<file path="src/hdl/swa_queue.sv">
// Two-entry job queue between the front end and the divider.
// No dependencies.
module swa_queue #(
   parameter int WIDTH = 8
) (
   input  logic             clock,
   input  logic             reset,
   input  logic             push_valid,
   output logic             push_ready,
   input  logic [WIDTH-1:0] push_data,
   output logic             pop_valid,
   input  logic             pop_ready,
   output logic [WIDTH-1:0] pop_data
);

   logic [WIDTH-1:0] entry_ff [2];
   logic             wr_ptr_ff;
   logic             rd_ptr_ff;
   logic [1:0]       fill_ff;
   logic             do_push;
   logic             do_pop;

   assign push_ready = fill_ff != 2'd2;
   assign pop_valid  = fill_ff != 2'd0;
   assign pop_data   = entry_ff[rd_ptr_ff];
   assign do_push    = push_valid && push_ready;
   assign do_pop     = pop_valid && pop_ready;

   always_ff @(posedge clock) begin
      if (reset) begin
         wr_ptr_ff <= 1'b0;
         rd_ptr_ff <= 1'b0;
         fill_ff   <= 2'd0;
      end else begin
         if (do_push) begin
            wr_ptr_ff <= ~wr_ptr_ff;
         end
         if (do_pop) begin
            rd_ptr_ff <= ~rd_ptr_ff;
         end
         if (do_push && !do_pop) begin
            fill_ff <= fill_ff + 2'd1;
         end else if (do_pop && !do_push) begin
            fill_ff <= fill_ff - 2'd1;
         end
      end
   end

   always_ff @(posedge clock) begin
      if (do_push) begin
         entry_ff[wr_ptr_ff] <= push_data;
      end
   end

endmodule

</file>
<file path="config.mk">
export PLATFORM = sky130hd
export DESIGN_NAME = swa_queue
export DESIGN_NICKNAME = d
export VERILOG_FILES = /design/src/hdl/swa_queue.sv
export SDC_FILE = /design/constraint.sdc
export NUM_CORES = 1
export LEC_CHECK = 0
export ABC_AREA = 1
export BUFFER_PORTS_ARGS = -buffer_cell sky130_fd_sc_hd__buf_2
export CORE_UTILIZATION = 53
export DETAILED_ROUTE_END_ITERATION = 8
export PLACE_DENSITY = 0.81
export SLEW_MARGIN = 20
export SYNTH_ARGS = -nofsm -noshare
export SYNTH_HDL_FRONTEND = slang
export SYNTH_SLANG_ARGS = --single-unit
</file>
<file path="constraint.sdc">
create_clock -name clock -period 2.4 [get_ports clock]
set_input_delay 0.24 -clock clock [delete_from_list [all_inputs] [get_ports clock]]
set_output_delay 0.24 -clock clock [all_outputs]
set_load 0.01 [all_outputs]
</file>
# Word level (Yosys, flattened, before mapping)
# Memory sizes are Yosys's and may differ from the RTL's. A register that Yosys moved wholly into a read port is not among the register bits.
# Cells that the tools add are included.
# word_totals
ramBits	16
latch_bits	0
n_memories	1
rom_bits	0
inputBits	12
ff_bits	4
# memory_table
name	depth	width	read_ports	rd_ports_with_merged_regs	wr	line_no	source
entry_ff	2	8	1	1	1	16	logic [WIDTH-1:0] entry_ff [2];
# classes
n_bitwise	2
muxes	6
n_mul	0
n_reduce_logical	8
magnitude_cmp	0
eq_ne	1
shift	0
addsub	2
div_mod_pow	0
# ops
operator	n
1-bit logical AND	4
1-bit two-way mux	4
2-bit two-way mux	2
2-bit nonzero test	2
2-bit by 1-bit adder with 2-bit output (second input constant)	1
1-bit zero test	2
2-bit != test (second input constant)	1
1-bit NOT	2
2-bit by 1-bit subtractor with 2-bit output (second input constant)	1

# Longest topological paths before layout
# logic_depth
ltp_word	6
ltp_mapped	11
depth_no_buf	11

# Least setup slack after synthesis
# No wires, ideal clock.
# synth_path
path_kind	reg2reg
startpoint	register fill_ff[0]
endpoint	memory entry_ff[1][0] (enable)
period_less_slack_ps	1290
arrival_ps	920
stages_incl_launch_ff	5
setup_ps	370
setup_slack_ps	1110
cell_sequence	dfxtp_1 > inv_2 > nand2_2 > nand2_4 > nor2_1
# synth_between
elab_chain_len	4
# synth_rtl
element	line_no	source
start: declaration	19	logic [1:0] fill_ff;
start signal: assignment	42	fill_ff <= fill_ff + 2'd1;
start signal: assignment	44	fill_ff <= fill_ff - 2'd1;
2-bit != test	23	assign push_ready = fill_ff != 2'd2;
via push_ready	9	output logic push_ready,
1-bit logical AND	26	assign do_push = push_valid && push_ready;
1-bit two-way mux	50	if (do_push) begin
1-bit two-way mux (implied by the code)	51	entry_ff[wr_ptr_ff] <= push_data;
end: declaration	16	
# The timed path passes the listed nets, and every way through them passes these cells.

==> impl_results.md <==
- DRT Pass-1 Iters: 5
- Slew headroom: 54.2%
- CP Data Arrival Time: 1.38 ns
- Fill count: 91
- Power Total: 979 uW
- Synth Flop Type: edfxtp_1
- First-pass GRT wire length: ~2.1 mm
- Commonest non-fill, non-tap cell in the layout: buf_2
- Worst ir drop on vdd: 0.000867 V
- Syn_area_per_cell: approximately 13 sq um
- Die area: between 1500 and 2000 sq um
- CP Max Fanout: 8
- Starting DRC count in detailed routing: 12
- GR met2 Demand/Resource: 29.7%
- Worst-case clock buffer depth: 2
- Post-synth EDFFs: 16
- Vias in the first global route: 519
- PortBufs: 21
- Final Hold Viols: 0
- Worst Tran Pin Value: between 0.6 and 0.7 ns
- Die outline width: between 40 and 50 um
- Remaining Overflow, GRT: 0
- Nature of the critical path startpoint: flop
- Via count: ~520
- Total wire length: ~1.2 mm
- Cell Area, Synth: approximately 830 sq um
- Clk Latency, worst-skew pair: ~0.3 ns
- #FFs+latches synth: 21
- GR Util All Layers: around 17%
- Clk slew on worst S/H paths: approximately 0.12 ns
- Post-Synthesis Cells: 62
- Fin cells: between 100 and 150
- Synth warn: 0
- Max-cap viol count: 0
- CTS H-tree depth: 1
- Pins Over Slew Limit: 0
- Setup TNS: 0 ns
- Postcts setup bufs: 0
- Post_cts resized: 0
- Average vias per placed instance: a little over 5
- Core Rows: 13
- Area occupied by multi-input gates: ~210 sq um
- Synth-to-layout area growth: 16.8%
- Nets: 100
- Initial Utilization: 60.4%
- Power density cells: approximately 1000 nW/um^2
- Crit end category: primary output
- Synth async-reset ratio: 0%
- Final ANT Viol Nets: 0
- Drt drc: 0
- Busiest grt layer: met2
- RSZ-0062 raised after global routing: false
- Largest net degree at the start of global routing: 13
- Setup slack, reg-to-reg: about 0.94 ns
- Met3 GRT Util: under 10%
- Final RePlAce weighted congestion: 0.723
- WS Path Type: flop to primary output
- Synth cell types: 16
- Routed len/inst: around 12 um
- Static Leak: about 0.00041 uW
- Fin crit period: between 1.5 and 2 ns
- Worst Hold Class: input port to flop
- Die H: 41.7 um
- Antenna cells: 0
- Core ar.: 1380 sq um
- FF/Latch Area: 581 sq um
- Commonest non-fill, non-tap cells in the layout: 21 x buf_2, 16 x edfxtp_1, 8 x mux2_2, 7 x nor2_1
- Final HPWL DP: approximately 900 um
- Hold path startpoint: push_data[4]
- Achievable frequency: just over 600 MHz
- Post-synthesis net count: 75
- CTS tree: yes
- GR Layer Usage met1: roughly 18%
- Worst EP required: between 2 and 2.5 ns
- Fin crit share: 67.4%
- Clk root buf: clkbuf_4
- Worst Skew: ~0.0027 ns
- Share of cells above drive strength 1: 44.2%
- Hold Buf Count CTS: 0
- Initial antenna violation count: 0
- Clk sink count: 21
- Placed Cells: 97
- Sequential area share after synthesis: between 60 and 70%
- Setup violators final: 0
- I/O pins: 22
- Reg2reg start: fill_ff[0]
- CTS Buf Count: 3
- Status: finished, final reports clean
cell type report:
| cell class | instances | area share, % |
|---|---|---|
| clock inverter | 1 | 0.513 |
| inverter | 8 | 3.21 |
| multi-input combinational | 32 | 21.7 |
| clock buffer | 3 | 2.31 |
| sequential | 21 | 59.6 |
| timing repair buffer | 21 | 10.8 |
| tap | 15 | 1.93 |
cells in the mapped netlist (2+ instances only):
master / number / area (sq um)
inv_1: 6 / 22.5
a21oi_1: 2 / 10.0
nand2_2: 2 / 12.5
edfxtp_1: 16 / 480
nand3_1: 2 / 10.0
mux2_2: 8 / 90.1
dfxtp_1: 5 / 100
nor2_1: 7 / 26.3
o21ai_0: 2 / 10.0
nand2_1: 6 / 22.5
kinds of logic (layout without fill, tap and decap cells):
kind of cell,after synthesis,after routing,synth area share (%)
compound gates,4,4,2.40
flops,21,21,69.6
fa+ha+maj,1,1,1.50
mux,8,8,10.8
simple gates,19,19,10.6
buf+inv,9,33,5.10
layer usage:
| metal | vias up | share of wire (%) | routed length (um) |
|---|---|---|---|
| met3 | 4 | 5.2 | 65 |
| met4 | 0 | 2.0 | 25 |
| met5 | - | 0 | 0 |
| met2 | 22 | 49 | 610 |
| met1 | 238 | 43 | 539 |
| li1 | 260 | - | - |
critical path, cell delays in order, from the launching register on:
cell	delay (ns)
dfxtp_1	0.55
mux2_2	0.39
buf_2	0.14
stage by stage:
stage / hold WS (ns) / utilization (%) / setup WS (ns) / instance area [sq um]
floorplan: 0.339 / - / 1.11 / 835
global placement: 0.427 / 68.5 / 0.986 / 947
detailed placement: 0.431 / 68.5 / 0.929 / 947
CTS: 0.109 / 70.5 / 0.750 / 975
global route: 0.104 / 70.5 / 0.723 / 975
finish: 0.112 / 70.5 / 0.783 / 975
sequential cells by signal, summed over array words and instances (netlist names), named ones only:
register   cells
entry_ff      16
rd_ptr_ff      1
wr_ptr_ff      1
fill_ff        2
report_power, final:
part	total [uW]	internal [uW]	switching [uW]
registers	503	464	38.6
clock network	170	62.2	108
logic	305	134	171
total	979	661	318
path summary, 6_finish.rpt:
check              endpoint  cells after the start
max             pop_data[5]                      2
min          entry_ff[0][4]                      1
max reg2reg  entry_ff[0][5]                      4
min reg2reg            flop                      2
Power figures use the tool's default switching activity.
