===== config.mk =====
export PLATFORM = sky130hd
export DESIGN_NAME = swa_divider
export DESIGN_NICKNAME = d
export VERILOG_FILES = /design/src/hdl/swa_pkg.sv /design/src/hdl/swa_divider.sv
export SDC_FILE = /design/constraint.sdc
export NUM_CORES = 1
export LEC_CHECK = 0
export BUFFER_PORTS_ARGS = -buffer_cell sky130_fd_sc_hd__buf_4
export CAP_MARGIN = 20
export CORE_MARGIN = 2
export CORE_UTILIZATION = 50
export DETAILED_ROUTE_END_ITERATION = 10
export GPL_TIMING_DRIVEN = 0
export HOLD_SLACK_MARGIN = 0.03
export MAX_ROUTING_LAYER = met4
export PLACE_DENSITY = 0.74
export SLEW_MARGIN = 25
export SYNTH_ARGS = -nofsm -noshare
export SYNTH_HDL_FRONTEND = slang
export SYNTH_SLANG_ARGS = --single-unit

===== constraint.sdc =====
create_clock -name clock -period 4.9 [get_ports clock]
set_input_delay 0.245 -clock clock [delete_from_list [all_inputs] [get_ports clock]]
set_output_delay 0.245 -clock clock [all_outputs]
set_load 0.005 [all_outputs]

===== src/hdl/swa_pkg.sv =====
// Shared constants for the sliding window average block.
// No dependencies; imported by the front end, the divider, the top level and the testbench.
package swa_pkg;

   // Window length register
   localparam int          WLEN_W     = 11;
   localparam logic [10:0] WLEN_RESET = 11'd4;

   // Defaults for the top-level parameters
   localparam int DEF_MAX_WINDOW   = 1024;
   localparam int DEF_SAMPLE_WIDTH = 32;

endpackage


===== src/hdl/swa_divider.sv =====
// Back end: bit-serial signed divide of the running sum by the divisor,
// saturation to the sample range and the result output register. Depends on swa_pkg.
module swa_divider
   import swa_pkg::*;
#(
   parameter int SAMPLE_WIDTH = DEF_SAMPLE_WIDTH,
   localparam int SUM_W = SAMPLE_WIDTH + WLEN_W,
   localparam int JOB_W = SUM_W + WLEN_W + 1,
   localparam int CNT_W = $clog2(SUM_W)
) (
   input  logic                    clock,
   input  logic                    reset,
   input  logic                    job_valid,
   output logic                    job_ready,
   input  logic [JOB_W-1:0]        job_data,    // {last, divisor, sum}
   output logic                    out_valid,
   input  logic                    out_ready,
   output logic [SAMPLE_WIDTH-1:0] out_average,
   output logic [WLEN_W-1:0]       out_divisor,
   output logic                    out_last
);

   typedef enum logic [1:0] {ST_IDLE, ST_DIV, ST_DONE} state_type;

   state_type               state_ff;
   logic [SUM_W-1:0]        quo_ff;
   logic [WLEN_W-1:0]       rem_ff;
   logic [WLEN_W-1:0]       div_ff;
   logic                    neg_ff;
   logic                    last_ff;
   logic [CNT_W-1:0]        step_ff;
   logic                    out_valid_ff;
   logic [SAMPLE_WIDTH-1:0] out_average_ff;
   logic [WLEN_W-1:0]       out_divisor_ff;
   logic                    out_last_ff;

   logic [SUM_W-1:0]        job_sum;
   logic [SUM_W-1:0]        job_mag;
   logic [WLEN_W:0]         trial;
   logic [WLEN_W:0]         diff;
   logic                    pos_big;
   logic                    neg_big;
   logic [SAMPLE_WIDTH-1:0] neg_quo;
   logic [SAMPLE_WIDTH-1:0] avg_sat;
   logic                    out_free;

   assign job_sum = job_data[SUM_W-1:0];
   assign job_mag = job_sum[SUM_W-1] ? (~job_sum + 1'b1) : job_sum;

   // one restoring step: shift in the next dividend bit, subtract if it fits
   assign trial = {rem_ff, quo_ff[SUM_W-1]};
   assign diff  = trial - {1'b0, div_ff};

   assign pos_big = |quo_ff[SUM_W-1:SAMPLE_WIDTH-1];
   assign neg_big = (|quo_ff[SUM_W-1:SAMPLE_WIDTH])
                    || (quo_ff[SAMPLE_WIDTH-1] && (|quo_ff[SAMPLE_WIDTH-2:0]));
   assign neg_quo = ~quo_ff[SAMPLE_WIDTH-1:0] + SAMPLE_WIDTH'(1);
   assign avg_sat = neg_ff
                    ? (neg_big ? {1'b1, {(SAMPLE_WIDTH-1){1'b0}}} : neg_quo)
                    : (pos_big ? {1'b0, {(SAMPLE_WIDTH-1){1'b1}}}
                               : quo_ff[SAMPLE_WIDTH-1:0]);

   assign out_free  = !out_valid_ff || out_ready;
   assign job_ready = (state_ff == ST_IDLE);

   assign out_valid   = out_valid_ff;
   assign out_average = out_average_ff;
   assign out_divisor = out_divisor_ff;
   assign out_last    = out_last_ff;

   always_ff @(posedge clock) begin
      if (reset) begin
         state_ff     <= ST_IDLE;
         out_valid_ff <= 1'b0;
      end else begin
         // drop the beat once taken, unless the done state reloads it
         if (out_valid_ff && out_ready && (state_ff != ST_DONE)) begin
            out_valid_ff <= 1'b0;
         end
         unique case (state_ff)
            ST_IDLE: begin
               if (job_valid) begin
                  quo_ff   <= job_mag;
                  neg_ff   <= job_sum[SUM_W-1];
                  rem_ff   <= '0;
                  div_ff   <= job_data[SUM_W +: WLEN_W];
                  last_ff  <= job_data[JOB_W-1];
                  step_ff  <= '0;
                  state_ff <= ST_DIV;
               end
            end
            ST_DIV: begin
               if (!diff[WLEN_W]) begin
                  rem_ff <= diff[WLEN_W-1:0];
                  quo_ff <= {quo_ff[SUM_W-2:0], 1'b1};
               end else begin
                  rem_ff <= trial[WLEN_W-1:0];
                  quo_ff <= {quo_ff[SUM_W-2:0], 1'b0};
               end
               step_ff <= step_ff + 1'b1;
               if (32'(step_ff) == SUM_W - 1) begin
                  state_ff <= ST_DONE;
               end
            end
            ST_DONE: begin
               // hold the quotient until the output register frees up
               if (out_free) begin
                  out_valid_ff   <= 1'b1;
                  out_average_ff <= avg_sat;
                  out_divisor_ff <= div_ff;
                  out_last_ff    <= last_ff;
                  state_ff       <= ST_IDLE;
               end
            end
            default: state_ff <= ST_IDLE;
         endcase
      end
   end

endmodule


* Yosys cells after proc, flatten, opt, wreduce, memory -nomap -nowiden *
Index checks and enable logic that the tools add are counted.

storage, ports and cells
  register bits after elaboration = 120
  input port bits = 59
  word-level logic and storage cells = 59

operators by class
  add/sub/neg operators = 4
  equal/unequal tests = 7
  mux-type cells = 19
  bitwise logic cells = 3
  reductions and logical operators = 15

operators with widths
  kind                                           number
  2-to-1 mux 32 bit                              3
  2-to-1 mux 43 bit                              2
  one-hot mux 43 bit (2 select lines)            1
  adder 43 x 1 -> 43 bit, second input constant  1
  NOT 43 bit                                     1
  adder 32 x 1 -> 32 bit, second input constant  1
  NOT 32 bit                                     1
  OR reduction 31 bit                            1
  2-to-1 mux 11 bit                              2
  one-hot mux 11 bit (2 select lines)            1
  one-hot mux 6 bit (2 select lines)             1
  AND reduction 3 bit                            4
  OR reduction 12 bit                            1
  subtractor 12 x 11 -> 12 bit                   1
  OR reduction 11 bit                            1
  inequality test 2 bit, second input constant   4
  adder 6 x 1 -> 6 bit, second input constant    1
  == test 6 bit, second input constant           1
  2-to-1 mux 2 bit                               3
  2-to-1 mux 6 bit                               1
  one-hot mux 2 bit (3 select lines)             1
  2-to-1 mux 1 bit                               4
  logical AND 1 bit                              3
  == test 2 x 1 -> 1 bit, second input constant  1
  other kinds (6)                                7

* Depth between registers and ports, before layout *
Gate-level depths: netlist (run 1).

  depth after elaboration = 5
  depth in mapped cells = 10
  gate-level depth less buffers = 10

* Worst setup path before layout (run 1) *
Ideal clock, no wire load.

  kind = reg-to-reg
  start point = register state_ff[0]
  end point = register quo_ff[0] (enable)
  setup time = 0.553 ns
  arrival = 4.570 ns
  data required time = 4.347 ns
  path slack = -0.223 ns
  cell stages (with the launch flop) = 3
  buffers on the path = 0
  period minus slack after synthesis = 5.123 ns
  cell sequence = dfxtp_1 nor2_1 nor3_1

between the ends
  longest elaborated chain between the ends = 3
  elaborated cells on any way between the ends = 5
  those cells by class = eq/ne (2); reduce/logical (3)

RTL lines
  element                                                                RTL line            text
  start, declared                                                        swa_divider.sv:25   state_type state_ff;
  start signal, assigned                                                 swa_divider.sv:73   state_ff <= ST_IDLE;
  start signal, assigned                                                 swa_divider.sv:89   state_ff <= ST_DIV;
  start signal, assigned                                                 swa_divider.sv:102  state_ff <= ST_DONE;
  == test 2 x 1 -> 1 bit or zero test 2 bit (tied branches)              swa_divider.sv:80   unique case (state_ff)
  nonzero test 2 bit (no line) or inequality test 2 bit (tied branches)  -
  AND reduction 3 bit (no line) (*)                                      -
  end signal, assigned                                                   swa_divider.sv:83   quo_ff <= job_mag;
  end signal, assigned                                                   swa_divider.sv:95   quo_ff <= {quo_ff[SUM_W-2:0], 1'b1};
  end signal, assigned                                                   swa_divider.sv:98   quo_ff <= {quo_ff[SUM_W-2:0], 1'b0};
  end, declared                                                          swa_divider.sv:26   logic [SUM_W-1:0] quo_ff;

Every way passes the cells marked *; elsewhere a longest branch is shown, timed or not.
A chain may end at the register's enable or synchronous reset.

* Worst setup path in the final report (run 1) *
  start point = register quo_ff[0]
  end point = register out_average_ff[17], in the netlist out_average[17] (data pin)

between the ends
  longest elaborated chain between the ends = 5
  elaborated cells on any way between the ends = 7
  those cells by class = add/sub (1); mux (2); bitwise (1); reduce/logical (3)

RTL lines
  element                                                         RTL line            text
  branches (longest 3 deep; another with adder 32 x 1 -> 32 bit)  -
  2-to-1 mux 32 bit (*) (2 in series)                             swa_divider.sv:59   ? (neg_big ? {1'b1, {(SAMPLE_WIDTH-1){1'b0}}} : neg_quo)
  named net avg_sat[17]                                           swa_divider.sv:44   logic [SAMPLE_WIDTH-1:0] avg_sat;
  end signal, assigned                                            swa_divider.sv:109  out_average_ff <= avg_sat;
  end, declared                                                   swa_divider.sv:33   logic [SAMPLE_WIDTH-1:0] out_average_ff;

Mark *: on every way through the listed nets, which the timed path passes.

==> results.py, run 1 <==
metrics = {
    "critical_path": {
        "crit_end": "out_average[17]",
        "r2r_slack_ns": 1.21,
        "startpoint": "quo_ff[0]",
        "crit_cells": 8,
        "r2r_cells": 8,
        "timing.rr.start": "quo_ff[0]",
        "cp_slowest_cell": "o41ai_2",
        "critPathTopFamily": "compound AO/OA/AOI/OAI gates",
        "arrival_ns": 3.88,
        "endpoint_kind": "flip-flop",
        "worstPathRequired_ns": 5.09,
        "path_class": "reg -> reg",
        "crit-reg2reg-capture": "out_average[17]",
        "cp_slowest_stage_delay_ns": 0.85,
        "crit_chain": "inv_1 -> ha_1 -> nor3b_1 -> nand4b_1 -> o41ai_2 -> nand3_1 -> clkbuf_1 -> o311ai_1",
        "cp_max_fo": 10,
        "start_kind": "flip-flop",
        "worst-path-buf-inv": 2,
    },
    "timing": {
        "worst_slack_ns": 1.21,
        "tns_ns": 0,
        "finClkSkew_ns": 0.0146,
        "slew_violations": 0,
        "rsz0062_at_grt": "false",
        "period_needed_ns": 3.69,
        "setup_violations": 0,
        "period_share": 0.754,
        "fmax_mhz": 271,
        "max_slew_margin": 0.459,
        "worstMarginPinSlew_ns": 0.807,
        "hold_violations": 0,
    },
    "power_and_ir_drop": {
        "power_density_nw_per_um2": 335,
        "power_leakage_nw": 3.29,
        "peakVddDrop_mv": 0.218,
    },
    "die": {
        "num_rows": 42,
        "fp.dieH_um": 122,
        "die_w_um": 122,
        "initial_core_util": 0.517,
        "core_sq_um": 13400,
        "ios": 105,
        "die_area_sq_um": 14800,
    },
    "clocking": {
        "root_buffer": "clkbuf_16",
        "clk_path_buf_depth": 2,
        "clk_pin_slew_ns": 0.06,
        "cts_resized": 0,
        "h-tree-depth": 4,
        "cts.sinks": 120,
        "cts_buffers": 17,
        "clock_latency_ns": 0.43,
        "cts_tree": "yes",
    },
    "run_status": {
        "outcome": "completed",
    },
    "drt": {
        "drc": 0,
        "drtPass1Iterations": 5,
        "first_iter_violations": 563,
        "via_count": 5837,
        "wirelength_mm": 18.2,
        "antenna_left": 0,
        "viasPerCell": 5.87,
        "wl_per_cell_um": 18.3,
    },
    "yosys": {
        "synth_nets": 737,
        "async_reset_ff_frac": 0,
        "synth_area_leaders": "edfxtp_1 (51%), xor2_1 (5.7%), o21ai_0 (4.7%)",
        "synth_edf_count": 117,
        "synthesis.area_sq_um": 6920,
        "synth_top_area_frac": 0.508,
        "synth_cell_types": 61,
        "syn_area_per_cell_sq_um": 10.5,
        "postSynthCellCount": 662,
        "yosysWarnings": 0,
        "synth_seq_area_share": 0.516,
        "synth_seq_cells": 120,
        "ys.flop_type": "edfxtp_1",
        "synth_area_leader_cell": "edfxtp_1",
    },
    "layout": {
        "drive_gt1_frac": 0.200,
        "diodes": 0,
        "finish.utilization": 0.656,
        "fin_nets": 880,
        "stdcell_count": 994,
        "syn2layout_area_growth_pct": 27.0,
        "fill_cells": 1062,
    },
    "hold_path": {
        "worst_hold_path_type": "in -> reg",
        "min-delay-start": "job_data[42]",
    },
    "grt": {
        "overflow": 0,
        "grt_pass1_vias": 5550,
        "grt.total_usage": 0.262,
        "grt_pass1_wl_mm": 28.6,
        "grt_antenna_before_repair": 0,
        "grt_max_degree": 36,
    },
    "placed_design": {
        "pre_cts_ws_ns": 1.37,
        "post-dp-hpwl_mm": 13.3,
        "place.gp.congestion": 0.920,
        "port_buffers": 104,
        "place_inst": 949,
    },
    "job": {
        "drv_cap": 0,
    },
}
## worst min path at each step
stage	to	slack, ns	cells past startpoint
6_report	neg_ff	0.05	1
5_1_grt	neg_ff	0.05	1
4_1_cts	neg_ff	0.04	1
3_5_place_dp	out_last	0.42	0
3_3_place_gp	out_last	0.40	0
2_1_floorplan	out_valid	0.31	1
## kinds of logic (layout without fill, tap and decap cells)
group,count (synthesis),count (layout),share of synthesized area
xor gates and xnor gates,52,52,0.0669
and+or+nand+nor,227,227,0.164
DFF,120,120,0.516
AOI/OAI and AO/OA,180,180,0.173
adders and majority gates,16,16,0.0300
muxes,13,13,0.0190
buffers and inverters,54,210,0.0307
## sequential cells by signal (all words and copies together) (netlist names)
signal and count:
out_last 1, rem_ff 11, quo_ff 43, step_ff 6, out_divisor 11, out_valid 1
out_average 32, last_ff 1, state_ff 2, neg_ff 1, div_ff 11
## cell usage in the layout, fill, tap and decap left out, types with 16 or more instances in the layout
master	instances
inv_1	23
nor3_1	20
o21ai_0	65
nor2_1	42
xor2_1	45
clkbuf_1	30
clkbuf_16	17
buf_4	105
edfxtp_1	117
a21oi_1	29
nand2_1	76
or3_1	16
## layer usage
| layer | GRT usage | part of all wire |
|---|---|---|
| met1 | 0.355 | 0.44 |
| met2 | 0.397 | 0.46 |
| met3 | 0.0506 | 0.079 |
| met4 | 0.0905 | 0.020 |
| met5 | - | 0 |
## worst register-to-register path, stage by stage (launching register included)
cell	delay (ns)
edfxtp_1	0.46
inv_1	0.12
ha_1	0.17
nor3b_1	0.39
nand4b_1	0.41
o41ai_2	0.85
nand3_1	0.28
clkbuf_1	0.31
o311ai_1	0.45
## what timing repair did
action / 4_1_cts / 5_1_grt
hold buffers: 13 / 0
setup buffers: 0 / 0
endpoints found under the hold margin: 13 / 0
## Yosys cell counts (6+ instances only)
master,count
o41ai_1,7
or4_1,7
edfxtp_1,117
nor3_1,21
inv_1,23
ha_1,15
xor2_1,45
clkbuf_1,26
o21ai_0,65
nand2b_1,10
nand3_1,11
a21o_1,10
a211o_1,8
a31oi_1,6
mux2i_1,12
a21oi_1,29
nand2_1,76
nor4_1,12
xnor2_1,6
o31ai_1,15
nor2_1,42
or3_1,16
## area by class of cell
cell class	count	area, sq um	area share
flip-flops and latches	120	3570	0.406
multi-input cells	488	3160	0.359
repair buffers	124	1000	0.114
clock buffers	24	482	0.0548
well taps	176	220	0.0250
clock inverters	8	145	0.0165
plain buffers	31	126	0.0144
inverters	23	86.3	0.00982
## stage by stage
stage | hold WS, ns | power [mW] | instance area (sq um)
6_report | 0.0504 | 2.94 | 8790
5_1_grt | 0.0475 | 3.04 | 8790
4_1_cts | 0.0399 | 2.94 | 8790
3_5_place_dp | 0.416 | 1.62 | 8030
3_3_place_gp | 0.402 | 1.60 | 7930
2_1_floorplan | 0.314 | 1.48 | 6930
## where the power goes
group          switching [mW]  internal [mW]
sequential             0.0570           1.19
combinational           0.201          0.163
clock                   0.439          0.888
Power figures use the tool's default switching activity.
==> run 2: changes to the inputs <==
==> constraint.sdc (replaced) <==
create_clock -name clock -period 3.33 [get_ports clock]
set_input_delay 0.1665 -clock clock [delete_from_list [all_inputs] [get_ports clock]]
set_output_delay 0.1665 -clock clock [all_outputs]
set_load 0.005 [all_outputs]
==> run 2 against run 1 <==
Net effect: final cell count increased by 0.50%; largest cell class unchanged; clock skew is 0.0024 ns lower; highest routed layer unchanged; clock-buffer cell count is the same; clock power grew 47%; register-to-register slack worse by 1.1 ns.
==> results.py, run 2 (same netlist as run 1, synthesis figures left out) <==
metrics = {
    "power_and_ir_drop": {
        "peakVddDrop_mv": 0.320,
        "power_leakage_nw": 3.32,
        "power_density_nw_per_um2": 490,
    },
    "placed_design": {
        "place.gp.congestion": 0.920,
        "pre_cts_ws_ns": -0.199,
        "detailed_place.area_sq_um": 8030,
        "port_buffers": 104,
        "post-dp-hpwl_mm": 13.3,
        "place_inst": 949,
    },
    "critical_path": {
        "cp_slowest_stage_delay_ns": 0.53,
        "worstPathRequired_ns": 3.56,
        "cp_max_fo": 10,
        "crit-reg2reg-capture": "out_average[4]",
        "r2r_slack_ns": 0.1,
        "timing.rr.start": "quo_ff[26]",
        "start_kind": "flip-flop",
        "r2r_cells": 8,
        "crit_chain": "or3_1 -> or4_1 -> o41ai_4 -> buf_4 -> and2_1 -> buf_2 -> a21oi_1 -> o211ai_1",
        "arrival_ns": 3.46,
        "cp_slowest_cell": "or4_1",
        "path_class": "reg -> reg",
        "crit_end": "out_average[4]",
        "endpoint_kind": "flip-flop",
        "startpoint": "quo_ff[26]",
    },
    "grt": {
        "grt_pass1_wl_mm": 28.6,
        "grt_antenna_before_repair": 0,
        "grt_pass1_vias": 5556,
        "grt_max_degree": 36,
        "grt.total_usage": 0.262,
        "overflow": 0,
    },
    "timing": {
        "worst_slack_ns": 0.0966,
        "tns_ns": 0,
        "setup_violations": 0,
        "worstMarginPinSlew_ns": 0.753,
        "max_slew_margin": 0.493,
        "finClkSkew_ns": 0.0122,
        "period_needed_ns": 3.23,
        "fmax_mhz": 309,
        "period_share": 0.971,
        "slew_violations": 0,
        "rsz0062_at_grt": "false",
        "hold_violations": 0,
        "holdWs_ns": 0.0543,
    },
    "layout": {
        "multiInputGateArea_sq_um": 3180,
        "fin_nets": 885,
        "syn2layout_area_growth_pct": 27.9,
        "final_common_cell": "edfxtp_1",
        "stdcell_count": 999,
        "seqCellArea_sq_um": 3570,
        "largest-register": "quo_ff",
        "drive_gt1_frac": 0.204,
        "largest_reg_flops": 43,
        "diodes": 0,
        "fin_area_sq_um": 8860,
        "final_cell_mix": "edfxtp_1 (117), buf_4 (109), nand2_1 (76)",
        "fill_cells": 1056,
    },
    "die": {
        "num_rows": 42,
        "ios": 105,
        "die_area_sq_um": 14800,
        "core_sq_um": 13400,
        "fp.dieH_um": 122,
        "initial_core_util": 0.517,
        "die_w_um": 122,
    },
    "drt": {
        "drtPass1Iterations": 7,
        "antenna_left": 0,
        "drc": 0,
        "first_iter_violations": 523,
        "viasPerCell": 5.89,
        "wirelength_mm": 18.3,
        "via_count": 5889,
        "wl_per_cell_um": 18.3,
    },
    "job": {
        "drv_cap": 0,
    },
    "clocking": {
        "clock_latency_ns": 0.43,
        "h-tree-depth": 4,
        "clk_path_buf_depth": 2,
        "cts_tree": "yes",
        "clk_pin_slew_ns": 0.06,
        "cts.sinks": 120,
        "root_buffer": "clkbuf_16",
        "cts_buffers": 17,
    },
    "hold_path": {
        "worst_hold_path_type": "in -> reg",
        "min-delay-start": "job_data[0]",
    },
    "run_status": {
        "outcome": "completed",
    },
}
## run 2: changes by cell type in the layout (fill, tap and decap cells not counted)
cell | previous run | this run
dlygate4sd3_1 | 13 | 14
o41ai_4 | 1 | 2
buf_4 | 105 | 109
xnor2_2 | 1 | 0
xnor2_4 | 0 | 1
o41ai_2 | 3 | 2
## run 2: area by class of cell
cell class / instances / share of cell area
Clock inverter: 8 / 0.0164
Sequential cell: 120 / 0.404
Timing Repair Buffer: 129 / 0.117
Inverter: 23 / 0.00975
Buffer: 31 / 0.0143
Clock buffer: 24 / 0.0544
Tap cell: 176 / 0.0249
Multi-Input combinational cell: 488 / 0.359
## run 2: routing by layer
layer	routed length [um]	part of all wire	vias to the layer above	global-route usage
met5	0	0	-	-
met4	373	0.020	0	0.0905
met3	1530	0.084	28	0.0506
met2	8460	0.46	278	0.398
met1	7930	0.43	2792	0.354
li1	-	-	2791	-
## run 2: where the power goes
group          internal, mW  switching (mW)  total, mW
sequential             1.76          0.0861       1.84
clock                  1.31           0.643       1.95
combinational         0.246           0.299      0.545
## run 2: worst min-delay path by stage
stage                           end  slack (ns)  cells after the start
after global routing      quo_ff[0]        0.07                      3
after global placement    div_ff[9]        0.34                      1
after CTS                 quo_ff[0]        0.04                      3
final                     quo_ff[0]        0.05                      3
after floorplan           out_valid        0.24                      1
after detailed placement  div_ff[5]        0.35                      1
## run 2: stage by stage
step                      power (mW)  utilization
after global placement          2.35        0.592
after floorplan                 2.17            -
final                           4.34        0.661
after CTS                       4.32        0.657
after detailed placement        2.38        0.599
after global routing            4.48        0.661
## run 2: critical path, delay by kind of cell (launching register included)
family                 cells  cell delay, ns
DFF                        1            0.47
and+or+nand+nor            3            1.26
buffers and inverters      2            0.47
AOI/OAI and AO/OA          3            0.83
## run 2: repair_timing
item	in CTS	in global routing
pin swaps	2	2
gates resized for setup	1	1
setup endpoints to repair	17	26
endpoints found under the hold margin	15	0
hold buffers	14	0
setup buffers	0	4
